File: config.mk
export PLATFORM = sky130hd
export DESIGN_NAME = rc_pulse_relay_switch_failsafe_unit
export DESIGN_NICKNAME = d
export VERILOG_FILES = /design/src/rtl/rcps_pkg.sv /design/src/rtl/rcps_cfg_regs.sv /design/src/rtl/rcps_core.sv /design/src/rtl/rc_pulse_relay_switch_failsafe_unit.sv
export SDC_FILE = /design/constraint.sdc
export NUM_CORES = 1
export LEC_CHECK = 0
export BUFFER_PORTS_ARGS = -buffer_cell sky130_fd_sc_hd__buf_2
export CAP_MARGIN = 20
export CORE_AREA = 3 3 265 267
export DETAILED_ROUTE_END_ITERATION = 10
export DIE_AREA = 0 0 268 270
export SYNTH_ARGS = -nofsm -noshare
export SYNTH_HDL_FRONTEND = slang
export SYNTH_SLANG_ARGS = --single-unit
export TNS_END_PERCENT = 100
File: constraint.sdc
create_clock -name clk -period 11.25 [get_ports clk]
set_input_delay 1.125 -clock clk [delete_from_list [all_inputs] [get_ports clk]]
set_output_delay 1.125 -clock clk [all_outputs]
set_load 0.005 [all_outputs]
File: src/rtl/rcps_pkg.sv
// ----------------------------------------------------------------------------
// rcps_pkg
// Item types, configuration register set and constants for the rc pulse
// relay switch with failsafe.
// ----------------------------------------------------------------------------
`default_nettype none

package rcps_pkg;

  localparam int WIDTH_BITS = 15;
  localparam int TIMEOUT_BITS = 16;
  localparam int NOW_BITS = 32;
  localparam int CFG_INDEX_BITS = 3;
  localparam int CFG_DATA_BITS = 16;

  // register indexes
  localparam logic [CFG_INDEX_BITS-1:0] REG_HOLD_FLOOR = 3'd0;
  localparam logic [CFG_INDEX_BITS-1:0] REG_VALID_LOW = 3'd1;
  localparam logic [CFG_INDEX_BITS-1:0] REG_VALID_HIGH = 3'd2;
  localparam logic [CFG_INDEX_BITS-1:0] REG_CENTER_WIDTH = 3'd3;
  localparam logic [CFG_INDEX_BITS-1:0] REG_ARM_DEADBAND = 3'd4;
  localparam logic [CFG_INDEX_BITS-1:0] REG_ON_THRESHOLD = 3'd5;
  localparam logic [CFG_INDEX_BITS-1:0] REG_OFF_THRESHOLD = 3'd6;
  localparam logic [CFG_INDEX_BITS-1:0] REG_TIMEOUT_MS = 3'd7;

  // reset values
  localparam logic [WIDTH_BITS-1:0] RST_HOLD_FLOOR = 15'd500;
  localparam logic [WIDTH_BITS-1:0] RST_VALID_LOW = 15'd900;
  localparam logic [WIDTH_BITS-1:0] RST_VALID_HIGH = 15'd2100;
  localparam logic [WIDTH_BITS-1:0] RST_CENTER_WIDTH = 15'd1500;
  localparam logic [WIDTH_BITS-1:0] RST_ARM_DEADBAND = 15'd100;
  localparam logic [WIDTH_BITS-1:0] RST_ON_THRESHOLD = 15'd1700;
  localparam logic [WIDTH_BITS-1:0] RST_OFF_THRESHOLD = 15'd1300;
  localparam logic [TIMEOUT_BITS-1:0] RST_TIMEOUT_MS = 16'd500;

  typedef struct packed {
    logic [WIDTH_BITS-1:0] width_a;
    logic [WIDTH_BITS-1:0] width_b;
    logic [WIDTH_BITS-1:0] width_c;
    logic [NOW_BITS-1:0]   now_ms;
  } in_item_t;

  typedef struct packed {
    logic relay_one;
    logic relay_two;
    logic relay_three;
    logic relay_four;
    logic armed;
    logic signal_ok;
  } out_item_t;

  typedef struct packed {
    logic [WIDTH_BITS-1:0]   hold_floor;
    logic [WIDTH_BITS-1:0]   valid_low;
    logic [WIDTH_BITS-1:0]   valid_high;
    logic [WIDTH_BITS-1:0]   center_width;
    logic [WIDTH_BITS-1:0]   arm_deadband;
    logic [WIDTH_BITS-1:0]   on_threshold;
    logic [WIDTH_BITS-1:0]   off_threshold;
    logic [TIMEOUT_BITS-1:0] timeout_ms;
  } cfg_t;

endpackage

`default_nettype wire

File: src/rtl/rcps_cfg_regs.sv
// ----------------------------------------------------------------------------
// rcps_cfg_regs
// Configuration register file, written through a plain write port.
// ----------------------------------------------------------------------------
`default_nettype none

module rcps_cfg_regs (
  input  wire logic                                clk,
  input  wire logic                                rst,
  input  wire logic                                cfg_write,
  input  wire logic [rcps_pkg::CFG_INDEX_BITS-1:0] cfg_index,
  input  wire logic [rcps_pkg::CFG_DATA_BITS-1:0]  cfg_data,
  output rcps_pkg::cfg_t                           cfg
);

  rcps_pkg::cfg_t regs;

  always_ff @(posedge clk) begin
    if (rst) begin
      regs.hold_floor    <= rcps_pkg::RST_HOLD_FLOOR;
      regs.valid_low     <= rcps_pkg::RST_VALID_LOW;
      regs.valid_high    <= rcps_pkg::RST_VALID_HIGH;
      regs.center_width  <= rcps_pkg::RST_CENTER_WIDTH;
      regs.arm_deadband  <= rcps_pkg::RST_ARM_DEADBAND;
      regs.on_threshold  <= rcps_pkg::RST_ON_THRESHOLD;
      regs.off_threshold <= rcps_pkg::RST_OFF_THRESHOLD;
      regs.timeout_ms    <= rcps_pkg::RST_TIMEOUT_MS;
    end else if (cfg_write) begin
      unique case (cfg_index)
        rcps_pkg::REG_HOLD_FLOOR:    regs.hold_floor    <= cfg_data[rcps_pkg::WIDTH_BITS-1:0];
        rcps_pkg::REG_VALID_LOW:     regs.valid_low     <= cfg_data[rcps_pkg::WIDTH_BITS-1:0];
        rcps_pkg::REG_VALID_HIGH:    regs.valid_high    <= cfg_data[rcps_pkg::WIDTH_BITS-1:0];
        rcps_pkg::REG_CENTER_WIDTH:  regs.center_width  <= cfg_data[rcps_pkg::WIDTH_BITS-1:0];
        rcps_pkg::REG_ARM_DEADBAND:  regs.arm_deadband  <= cfg_data[rcps_pkg::WIDTH_BITS-1:0];
        rcps_pkg::REG_ON_THRESHOLD:  regs.on_threshold  <= cfg_data[rcps_pkg::WIDTH_BITS-1:0];
        rcps_pkg::REG_OFF_THRESHOLD: regs.off_threshold <= cfg_data[rcps_pkg::WIDTH_BITS-1:0];
        rcps_pkg::REG_TIMEOUT_MS:    regs.timeout_ms    <= cfg_data;
        default: ;
      endcase
    end
  end

  assign cfg = regs;

endmodule

`default_nettype wire

File: src/rtl/rcps_core.sv
// ----------------------------------------------------------------------------
// rcps_core
// Held widths, failsafe timer, arming flag and relay latches; computes the
// result of one item and updates the state in the same cycle.
// ----------------------------------------------------------------------------
`default_nettype none

module rcps_core #(
  parameter int TIME_WIDTH = 32
) (
  input  wire logic                clk,
  input  wire logic                rst,
  input  wire logic                fire,
  input  wire rcps_pkg::in_item_t  item,
  input  wire rcps_pkg::cfg_t      cfg,
  output rcps_pkg::out_item_t      result
);

  localparam int WB = rcps_pkg::WIDTH_BITS;

  logic [WB-1:0]         held [3];
  logic [WB-1:0]         held_next [3];
  logic [TIME_WIDTH-1:0] last_good;
  logic [TIME_WIDTH-1:0] last_good_next;
  logic                  armed;
  logic                  armed_next;
  logic [1:0]            latch;
  logic [1:0]            latch_next;

  logic [WB-1:0]         meas [3];
  logic [WB-1:0]         w [3];
  logic [TIME_WIDTH-1:0] now_t;
  logic [TIME_WIDTH-1:0] elapsed;
  logic                  valid;
  logic                  timeout;
  logic                  any_off_centre;
  logic                  armed_kept;
  logic                  r3;
  logic                  r4;

  function automatic logic in_window(logic [WB-1:0] x, logic [WB-1:0] lo,
                                     logic [WB-1:0] hi);
    return (x > lo) && (x < hi);
  endfunction

  function automatic logic off_centre(logic [WB-1:0] x, logic [WB-1:0] c,
                                      logic [WB-1:0] band);
    logic [WB-1:0] d;
    d = (x >= c) ? (x - c) : (c - x);
    return d > band;
  endfunction

  always_comb begin
    meas[0] = item.width_a;
    meas[1] = item.width_b;
    meas[2] = item.width_c;
    for (int i = 0; i < 3; i++) begin
      w[i] = (meas[i] > cfg.hold_floor) ? meas[i] : held[i];
    end

    now_t = TIME_WIDTH'(item.now_ms);
    valid = in_window(w[0], cfg.valid_low, cfg.valid_high) &&
            in_window(w[1], cfg.valid_low, cfg.valid_high) &&
            in_window(w[2], cfg.valid_low, cfg.valid_high);
    last_good_next = valid ? now_t : last_good;
    elapsed = now_t - last_good_next;
    timeout = elapsed > TIME_WIDTH'(cfg.timeout_ms);

    for (int i = 0; i < 3; i++) begin
      held_next[i] = timeout ? cfg.center_width : w[i];
    end

    // arming test looks at the widths from before the failsafe recentering
    any_off_centre = off_centre(w[0], cfg.center_width, cfg.arm_deadband) ||
                     off_centre(w[1], cfg.center_width, cfg.arm_deadband) ||
                     off_centre(w[2], cfg.center_width, cfg.arm_deadband);
    armed_kept = armed && !timeout;
    armed_next = armed_kept || (valid && any_off_centre);

    latch_next = latch;
    r3 = 1'b0;
    r4 = 1'b0;
    if (!valid || !armed_next) begin
      latch_next = 2'b00;
    end else begin
      for (int i = 0; i < 2; i++) begin
        if (w[i] > cfg.on_threshold) begin
          latch_next[i] = 1'b1;
        end else if (w[i] < cfg.off_threshold) begin
          latch_next[i] = 1'b0;
        end
      end
      if (w[2] < cfg.off_threshold) begin
        r3 = 1'b1;
      end else if (w[2] > cfg.on_threshold) begin
        r4 = 1'b1;
      end
    end

    result.relay_one   = latch_next[0];
    result.relay_two   = latch_next[1];
    result.relay_three = r3;
    result.relay_four  = r4;
    result.armed       = armed_next;
    result.signal_ok   = valid;
  end

  always_ff @(posedge clk) begin
    if (rst) begin
      for (int i = 0; i < 3; i++) begin
        held[i] <= rcps_pkg::RST_CENTER_WIDTH;
      end
      last_good <= '0;
      armed     <= 1'b0;
      latch     <= 2'b00;
    end else if (fire) begin
      for (int i = 0; i < 3; i++) begin
        held[i] <= held_next[i];
      end
      last_good <= last_good_next;
      armed     <= armed_next;
      latch     <= latch_next;
    end
  end

endmodule

`default_nettype wire

File: src/rtl/rc_pulse_relay_switch_failsafe_unit.sv
// ----------------------------------------------------------------------------
// rc_pulse_relay_switch_failsafe_unit
// RC pulse relay switch with failsafe: input register, state update, result
// register and configuration registers.
// ----------------------------------------------------------------------------
// The block takes one item per clock cycle while the output side does not
// stall, and returns one result per item. Each item is captured in an input
// register, then held widths, failsafe timer, arming flag and relay latches
// are updated as the item moves on and its result is placed in an output
// register. The input register keeps taking items while a result waits to be
// taken, as long as the item ahead of it can move on. The state update done
// as each item moves on sets the rate of one item per cycle. Configuration
// registers are written through cfg_write, cfg_index and cfg_data; the user
// must write them only while no item is in flight; the block does not enforce
// this. TIME_WIDTH sets how many low bits of now_ms the failsafe timer uses.
// ----------------------------------------------------------------------------
`default_nettype none

module rc_pulse_relay_switch_failsafe_unit #(
  parameter int TIME_WIDTH = 32
) (
  input  wire logic                                clk,
  input  wire logic                                rst,
  input  wire logic                                in_valid,
  output logic                                     in_stall,
  input  wire rcps_pkg::in_item_t                  in_data,
  output logic                                     out_valid,
  input  wire logic                                out_stall,
  output rcps_pkg::out_item_t                      out_data,
  input  wire logic                                cfg_write,
  input  wire logic [rcps_pkg::CFG_INDEX_BITS-1:0] cfg_index,
  input  wire logic [rcps_pkg::CFG_DATA_BITS-1:0]  cfg_data
);

  rcps_pkg::cfg_t      cfg;
  rcps_pkg::in_item_t  in_reg;
  rcps_pkg::out_item_t result;
  logic                in_full;
  logic                move;
  logic                accept;

  // item moves from the input register once the output register is free
  assign move     = in_full && (!out_valid || !out_stall);
  assign in_stall = in_full && !move;
  assign accept   = in_valid && !in_stall;

  always_ff @(posedge clk) begin
    if (rst) begin
      in_full <= 1'b0;
    end else if (accept) begin
      in_full <= 1'b1;
    end else if (move) begin
      in_full <= 1'b0;
    end
  end

  always_ff @(posedge clk) begin
    if (accept) begin
      in_reg <= in_data;
    end
  end

  always_ff @(posedge clk) begin
    if (rst) begin
      out_valid <= 1'b0;
    end else if (move) begin
      out_valid <= 1'b1;
    end else if (!out_stall) begin
      out_valid <= 1'b0;
    end
  end

  always_ff @(posedge clk) begin
    if (move) begin
      out_data <= result;
    end
  end

  rcps_cfg_regs u_cfg (
    .clk       (clk),
    .rst       (rst),
    .cfg_write (cfg_write),
    .cfg_index (cfg_index),
    .cfg_data  (cfg_data),
    .cfg       (cfg)
  );

  rcps_core #(
    .TIME_WIDTH (TIME_WIDTH)
  ) u_core (
    .clk    (clk),
    .rst    (rst),
    .fire   (move),
    .item   (in_reg),
    .cfg    (cfg),
    .result (result)
  );

endmodule

`default_nettype wire
==> results of run 1 <==
layout make-up:
class | instances | share of cell area, %
sequential | 286 | 26.0
inverter | 213 | 2.97
multi-input combinational | 2120 | 58.0
clock inverter | 18 | 0.911
clock buffer | 45 | 3.59
tap | 882 | 4.10
timing repair buffer | 187 | 4.35
antenna | 2 | 0.0186
placed cells by master (no fill, tap or decap), drive strengths merged, types with 100 or more instances in the layout:
master and count:
ha 395, nand2 310, a21oi 240, inv 214, nor2 188, buf 186, dfxtp 158, edfxtp 128
o21ai 113, a21o 101, mux2i 100
how the worst min path moves through the flow:
stage / slack, ns / end / cells past startpoint / from
floorplan: 0.44 / u_cfg.cfg[101]$_SDFFE_PP0P_ / 2 / u_cfg.cfg[101]$_SDFFE_PP0P_
global placement: 0.44 / u_cfg.cfg[76]$_SDFFE_PP0P_ / 2 / u_cfg.cfg[76]$_SDFFE_PP0P_
detailed placement: 0.45 / u_cfg.cfg[95]$_SDFFE_PP0P_ / 2 / u_cfg.cfg[95]$_SDFFE_PP0P_
CTS: 0.45 / u_cfg.cfg[95]$_SDFFE_PP0P_ / 2 / u_cfg.cfg[95]$_SDFFE_PP0P_
global route: 0.47 / u_cfg.cfg[21]$_SDFFE_PP0P_ / 2 / u_cfg.cfg[21]$_SDFFE_PP0P_
finish: 0.45 / u_cfg.cfg[95]$_SDFFE_PP0P_ / 2 / u_cfg.cfg[95]$_SDFFE_PP0P_
what timing repair did:
action | 4_1_cts | 5_1_grt
gates resized for setup | 0 | 16
endpoints found under the setup margin | 0 | 52
buffers inserted | 0 | 1
worst max-delay path: cells and delay by family (launching register included):
family | cells | cell delay [ns]
muxes | 3 | 1.09
adders and majority gates | 4 | 1.21
AOI/OAI and AO/OA | 20 | 4.73
buffers and inverters | 3 | 0.62
DFF | 1 | 0.46
xor gates and xnor gates | 1 | 0.14
and+or+nand+nor | 8 | 2.08
power breakdown:
group / internal, W / switching [W] / leakage, nW / total [W]
Sequential: 0.00113 / 0.0000286 / 2.51 / 0.00116
Combinational: 0.000460 / 0.000689 / 8.25 / 0.00115
Clock: 0.000746 / 0.000469 / 0.596 / 0.00121
Total: 0.00233 / 0.00119 / 11.4 / 0.00352
metal layers:
layer	GRT usage, %	up-vias	wire, um
li1	-	10100	-
met1	30.9	9878	36700
met2	35.8	737	37000
met3	4.45	156	6590
met4	8.12	4	3270
met5	0	-	21
metrics by stage:
step / area (um2) / util [%] / hold WS (ns) / worst slack, ns
final: 26900 / 39.4 / 0.454 / 0.578
after global placement: 25600 / 37.4 / 0.442 / 0.558
after CTS: 26800 / 39.2 / 0.454 / 0.182
after detailed placement: 25600 / 37.4 / 0.446 / 0.232
after floorplan: 23800 / - / 0.436 / 1.13
after global routing: 26900 / 39.4 / 0.469 / 0.0555
cells by family (layout without fill, tap and decap cells):
logic type | count (synthesis) | in the layout | share of synthesized area (%)
compound gates | 705 | 705 | 19.1
mux | 151 | 151 | 6.74
fa+ha+maj | 403 | 403 | 21.4
xor+xnor | 61 | 61 | 2.24
simple gates | 800 | 800 | 15.7
other cells | 0 | 2 | 0
buf+inv | 323 | 463 | 5.39
flops | 286 | 286 | 29.4
==> results.ini, run 1 <==
[yosys]
synth_most_common_cell=ha_1
ys_async_sr_fraction_pct=0
synthCells=2729
yosys-top-cells-area=ha_1 21%, edfxtp_1 16%, dfxtp_1 13%, a21oi_1 5.0%, nand2_1 4.9%
syn-cell-area_um2=23800
synth_edf_count=128
syn_avg_cell_area_um2=8.72
ys_seq_elements=286
synth.yosys.seq_area_share_pct=29.4
synthFlopType=dfxtp_1
yosysWarnings=0
synth_commonest_cells=395 x ha_1, 310 x nand2_1, 239 x a21oi_1
yosysTopAreaCell=ha_1
synth_top_area_share_pct=20.8
synth.net_count=3232
ys_types=79

[setup_path]
critPathMaxStageDelay_ns=0.52
arrival_ns=10.97
endpoint_kind=register
path_class=register to register
crit_path_max_fanout=30
r2r-start=in_reg[68]$_DFFE_PP_
endpoint=u_core.held[0][9]$_SDFFCE_PN0P_
cpMaxStageDelayCell=or4b_1
start_kind=register
r2r-end=u_core.held[0][9]$_SDFFCE_PN0P_
r2r_slack_ns=0.58
cp-startpoint=in_reg[68]$_DFFE_PP_
worstRegToRegCells=39
cp.required_ns=11.55

[timing]
drv_slew=0
fin_tns_setup_ns=0
fin_crit_sh_pct=94.9
setup_viol=0
hold_viol=0
fin_skew_ns=0.0315
fin_crit_ns=10.67
worst_pin_slew_ns=0.931
fmax_mhz=93.7
rsz0062_at_grt=no
relSlewSlack_pct=37.6

[clock_network]
cts_max_path_buffers=3
numCtsBuffers=35
cts_tree=done
path_clk_slew_ns=0.06
htree_levels=2
clock_sinks=286
cts_root_buf=clkbuf_16
ctsHoldBuffers=0
clk-insertion-delay-late_ns=0.56

[routing]
wl_per_cell_um=22.3
via_per_inst=5.56
antenna_left=0
dr.pass1.iters=6
routed_wl_mm=83.6
drc_errors=0
drtIter0Drc=1931
vias=20900

[run_status]
status=finished clean

[global_routing]
first_global_vias=19900
antenna_found_initial=5
grt_overflow=0
grt_pass1_wl_mm=125
grt_start_max_net_pins=78
grtUsageTotal_pct=22.8

[power]
vdd_drop_max_v=0.0000973
p_leak_nw=11.4
p_per_area_nw_per_um2=131
p_total_w=0.00352

[floorplanning]
chipHeight_um=270
rows=96
placeableCoreArea_um2=68300
die-area_um2=72400
die_w_um=268
start_util_pct=34.8
io_pins=109

[final_layout]
area_growth_pct=13.1
seq_area_um2=7010
final.fill_count=6900
largest_reg_flops=121
multi_input_area_um2=15600
layout.nets=3346
final_cells=3753
post_route_cells_drive_above_1_share_pct=11.6

[placement]
dpl.hpwl_mm=63.9
io_buffers=108
gp_congestion=0.999
placedCellCount=3685

[flow_run]
maxCapViolations=0

[hold_path]
hp-class=register to register

Note: power is estimated with default switching activity, not from simulation.
==> run 2: changes to the inputs <==
==> constraint.sdc (replaced) <==
create_clock -name clk -period 13.2 [get_ports clk]
set_input_delay 1.32 -clock clk [delete_from_list [all_inputs] [get_ports clk]]
set_output_delay 1.32 -clock clk [all_outputs]
set_load 0.005 [all_outputs]
==> run 2 against run 1 <==
  * Sequential power shrank 15%
  * Design area decreased by 1.9%
  * Largest cell class unchanged
  * Fmax down 11%
  * Global-route usage decreased by 0.23 points
  * Clock power shrank 18%
  * Worst setup slack improved by 0.69 ns
  * Register-to-register slack improved by 0.69 ns
  * Combinational power fell by 17%
  * Critical endpoint is now u_core.held[0][13]$_SDFFCE_PN0P_
  * Cell count shrank 1.4%
==> results.ini, run 2 (synthesized netlist as in run 1, its figures left out) <==
[run_status]
status=finished clean  ; unchanged

[clock_network]
post_cts_resized=0  ; unchanged
cts_tree=done  ; unchanged
numCtsBuffers=35  ; unchanged
path_clk_slew_ns=0.06  ; about the same
cts_max_path_buffers=3  ; unchanged
cts_setup_buffers=0  ; unchanged
clk-insertion-delay-late_ns=0.56  ; about the same
clock_sinks=286  ; unchanged
htree_levels=2  ; unchanged
ctsHoldBuffers=0  ; unchanged
cts_root_buf=clkbuf_16  ; unchanged

[hold_path]
hp-class=register to register  ; unchanged

[setup_path]
start_kind=register  ; unchanged
r2r-end=u_core.held[0][13]$_SDFFCE_PN0P_  ; was u_core.held[0][9]$_SDFFCE_PN0P_
path_class=register to register  ; unchanged
cp-startpoint=in_reg[40]$_DFFE_PP_  ; was in_reg[68]$_DFFE_PP_
r2r-start=in_reg[40]$_DFFE_PP_  ; was in_reg[68]$_DFFE_PP_
cpMaxStageDelayCell=or2_1  ; was or4b_1
arrival_ns=12.22  ; was 10.97 ns
crit_path_max_fanout=46  ; was 30
cp.required_ns=13.49  ; was 11.55 ns
endpoint_kind=register  ; unchanged
r2r_slack_ns=1.27  ; was 0.58 ns
endpoint=u_core.held[0][13]$_SDFFCE_PN0P_  ; was u_core.held[0][9]$_SDFFCE_PN0P_
critPathMaxStageDelay_ns=0.76  ; was 0.52 ns
worstRegToRegCells=41  ; was 39

[timing]
fin_crit_sh_pct=90.4  ; was 94.9%
worst_pin_slew_ns=1.12  ; was 0.931 ns
relSlewSlack_pct=24.6  ; was 37.6%
rsz0062_at_grt=no  ; unchanged
hold_viol=0  ; unchanged
drv_slew=0  ; unchanged
fin_skew_ns=0.0183  ; was 0.0315 ns
fmax_mhz=83.8  ; was 93.7 MHz
fin_tns_setup_ns=0  ; unchanged
setup_viol=0  ; unchanged
fin_crit_ns=11.93  ; was 10.67 ns

[placement]
placedCellCount=3636  ; was 3685
gp_congestion=0.977  ; was 0.999
dpl.hpwl_mm=62.3  ; was 63.9 mm
io_buffers=108  ; unchanged

[global_routing]
grt_overflow=0  ; unchanged
grtUsageTotal_pct=22.5  ; was 22.8%
first_global_vias=19600  ; was 19.9k
grt_pass1_wl_mm=123  ; was 125 mm
antenna_found_initial=6  ; was 5
grt_start_max_net_pins=161  ; was 78

[power]
p_per_area_nw_per_um2=111  ; was 131 nW/um2
switching_power_w=0.00101  ; was 0.00119 W
swShare_pct=34.4  ; was 33.7%
pwr-share-seq_pct=33.6  ; was 32.9%
clockPowerShare_pct=33.8  ; was 34.5%
cellInternalPower_w=0.00193  ; was 0.00233 W
comb_power_share_pct=32.6  ; about the same
p_leak_nw=11.1  ; was 11.4 nW
vdd_drop_max_v=0.0000933  ; was 0.0000973 V

[floorplanning]
chipHeight_um=270  ; unchanged
start_util_pct=34.8  ; unchanged
die_w_um=268  ; unchanged
io_pins=109  ; unchanged
rows=96  ; unchanged
die-area_um2=72400  ; unchanged
placeableCoreArea_um2=68300  ; unchanged

[final_layout]
multi_input_area_um2=15500  ; was 15600 um2
layout.nets=3295  ; was 3346
seq_area_um2=7010  ; unchanged
final_cell_mix=395 x ha_1, 310 x nand2_1, 238 x a21oi_1  ; unchanged
post_route_cells_drive_above_1_share_pct=9.69  ; was 11.6%
antenna_cells=0  ; was 2
final_cells=3700  ; was 3753
area_growth_pct=10.9  ; was 13.1%
largest_reg_flops=121  ; unchanged
final.fill_count=6956  ; was 6900
post-route-util_pct=38.6  ; was 39.4%
final_common_cell=ha_1  ; unchanged

[flow_run]
maxCapViolations=0  ; unchanged

[routing]
routed_wl_mm=83.2  ; was 83.6 mm
drc_errors=0  ; unchanged
vias=20600  ; was 20.9k
dr.pass1.iters=5  ; was 6
drtIter0Drc=1795  ; was 1931
via_per_inst=5.58  ; was 5.56
antenna_left=0  ; unchanged
wl_per_cell_um=22.5  ; was 22.3 um

[run 2: cell count changes in the layout (fill, tap and decap cells not counted), moves of 2 or more]
cell and delta:
buf_4 -49, bufinv_16 -3, nor3_1 +3, a2111oi_0 +2, a221oi_1 +2, a221oi_2 -2, clkbuf_1 -2, clkinv_1 +2
clkinv_4 +2, diode_2 -2, mux2i_1 +2, mux2i_2 -2, nor3_2 -2
[run 2: worst min path at each step]
stage | slack [ns] | start | to | cells past startpoint
2_1_floorplan | 0.44 | u_cfg.cfg[101]$_SDFFE_PP0P_ | u_cfg.cfg[101]$_SDFFE_PP0P_ | 2
5_1_grt | 0.47 | u_cfg.cfg[58]$_SDFFE_PP0P_ | u_cfg.cfg[58]$_SDFFE_PP0P_ | 2
3_3_place_gp | 0.44 | u_cfg.cfg[97]$_SDFFE_PP0P_ | u_cfg.cfg[97]$_SDFFE_PP0P_ | 2
3_5_place_dp | 0.45 | u_cfg.cfg[95]$_SDFFE_PP0P_ | u_cfg.cfg[95]$_SDFFE_PP0P_ | 2
6_report | 0.45 | u_cfg.cfg[95]$_SDFFE_PP0P_ | u_cfg.cfg[95]$_SDFFE_PP0P_ | 2
4_1_cts | 0.45 | u_cfg.cfg[95]$_SDFFE_PP0P_ | u_cfg.cfg[95]$_SDFFE_PP0P_ | 2
[run 2: power groups by stage]
stage,registers (W),clock network (W),logic [W]
6_report,0.000985,0.000993,0.000956
5_1_grt,0.000988,0.00105,0.00106
2_1_floorplan,0.000995,0,0.000661
4_1_cts,0.000985,0.00102,0.000945
3_3_place_gp,0.00100,0,0.000937
3_5_place_dp,0.00100,0,0.000938
[run 2: cell type report]
class,instances,area share [%]
flip-flops and latches,286,26.5
inverters,213,3.03
clock buffers,44,3.72
clock inverters,19,0.711
repair buffers,136,2.95
well taps,882,4.18
multi-input cells,2120,58.9
[run 2: layer usage]
| layer | track usage, % | share of wire (%) | up-vias |
|---|---|---|---|
| li1 | - | - | 9989 |
| met1 | 30.5 | 44 | 9762 |
| met2 | 35.7 | 45 | 717 |
| met3 | 3.53 | 6.8 | 157 |
| met4 | 9.06 | 4.4 | 6 |
| met5 | 0 | 0.044 | - |
[run 2: critical path, delay by kind of cell, from the launching register on]
family	cells	cell delay, ns
buffers and inverters	2	0.62
adders and majority gates	4	1.28
xor gates and xnor gates	1	0.15
AOI/OAI and AO/OA	19	4.33
and+or+nand+nor	12	3.46
DFF	1	0.41
muxes	3	1.32
[run 2: through the flow]
stage	area [um2]	hold slack, ns	total power [W]	worst slack, ns
after floorplan	23800	0.436	0.00166	3.08
after global placement	25200	0.442	0.00194	1.49
after detailed placement	25200	0.447	0.00194	1.51
after CTS	26400	0.455	0.00295	1.46
after global routing	26400	0.472	0.00310	0.618
final	26400	0.454	0.00293	1.27
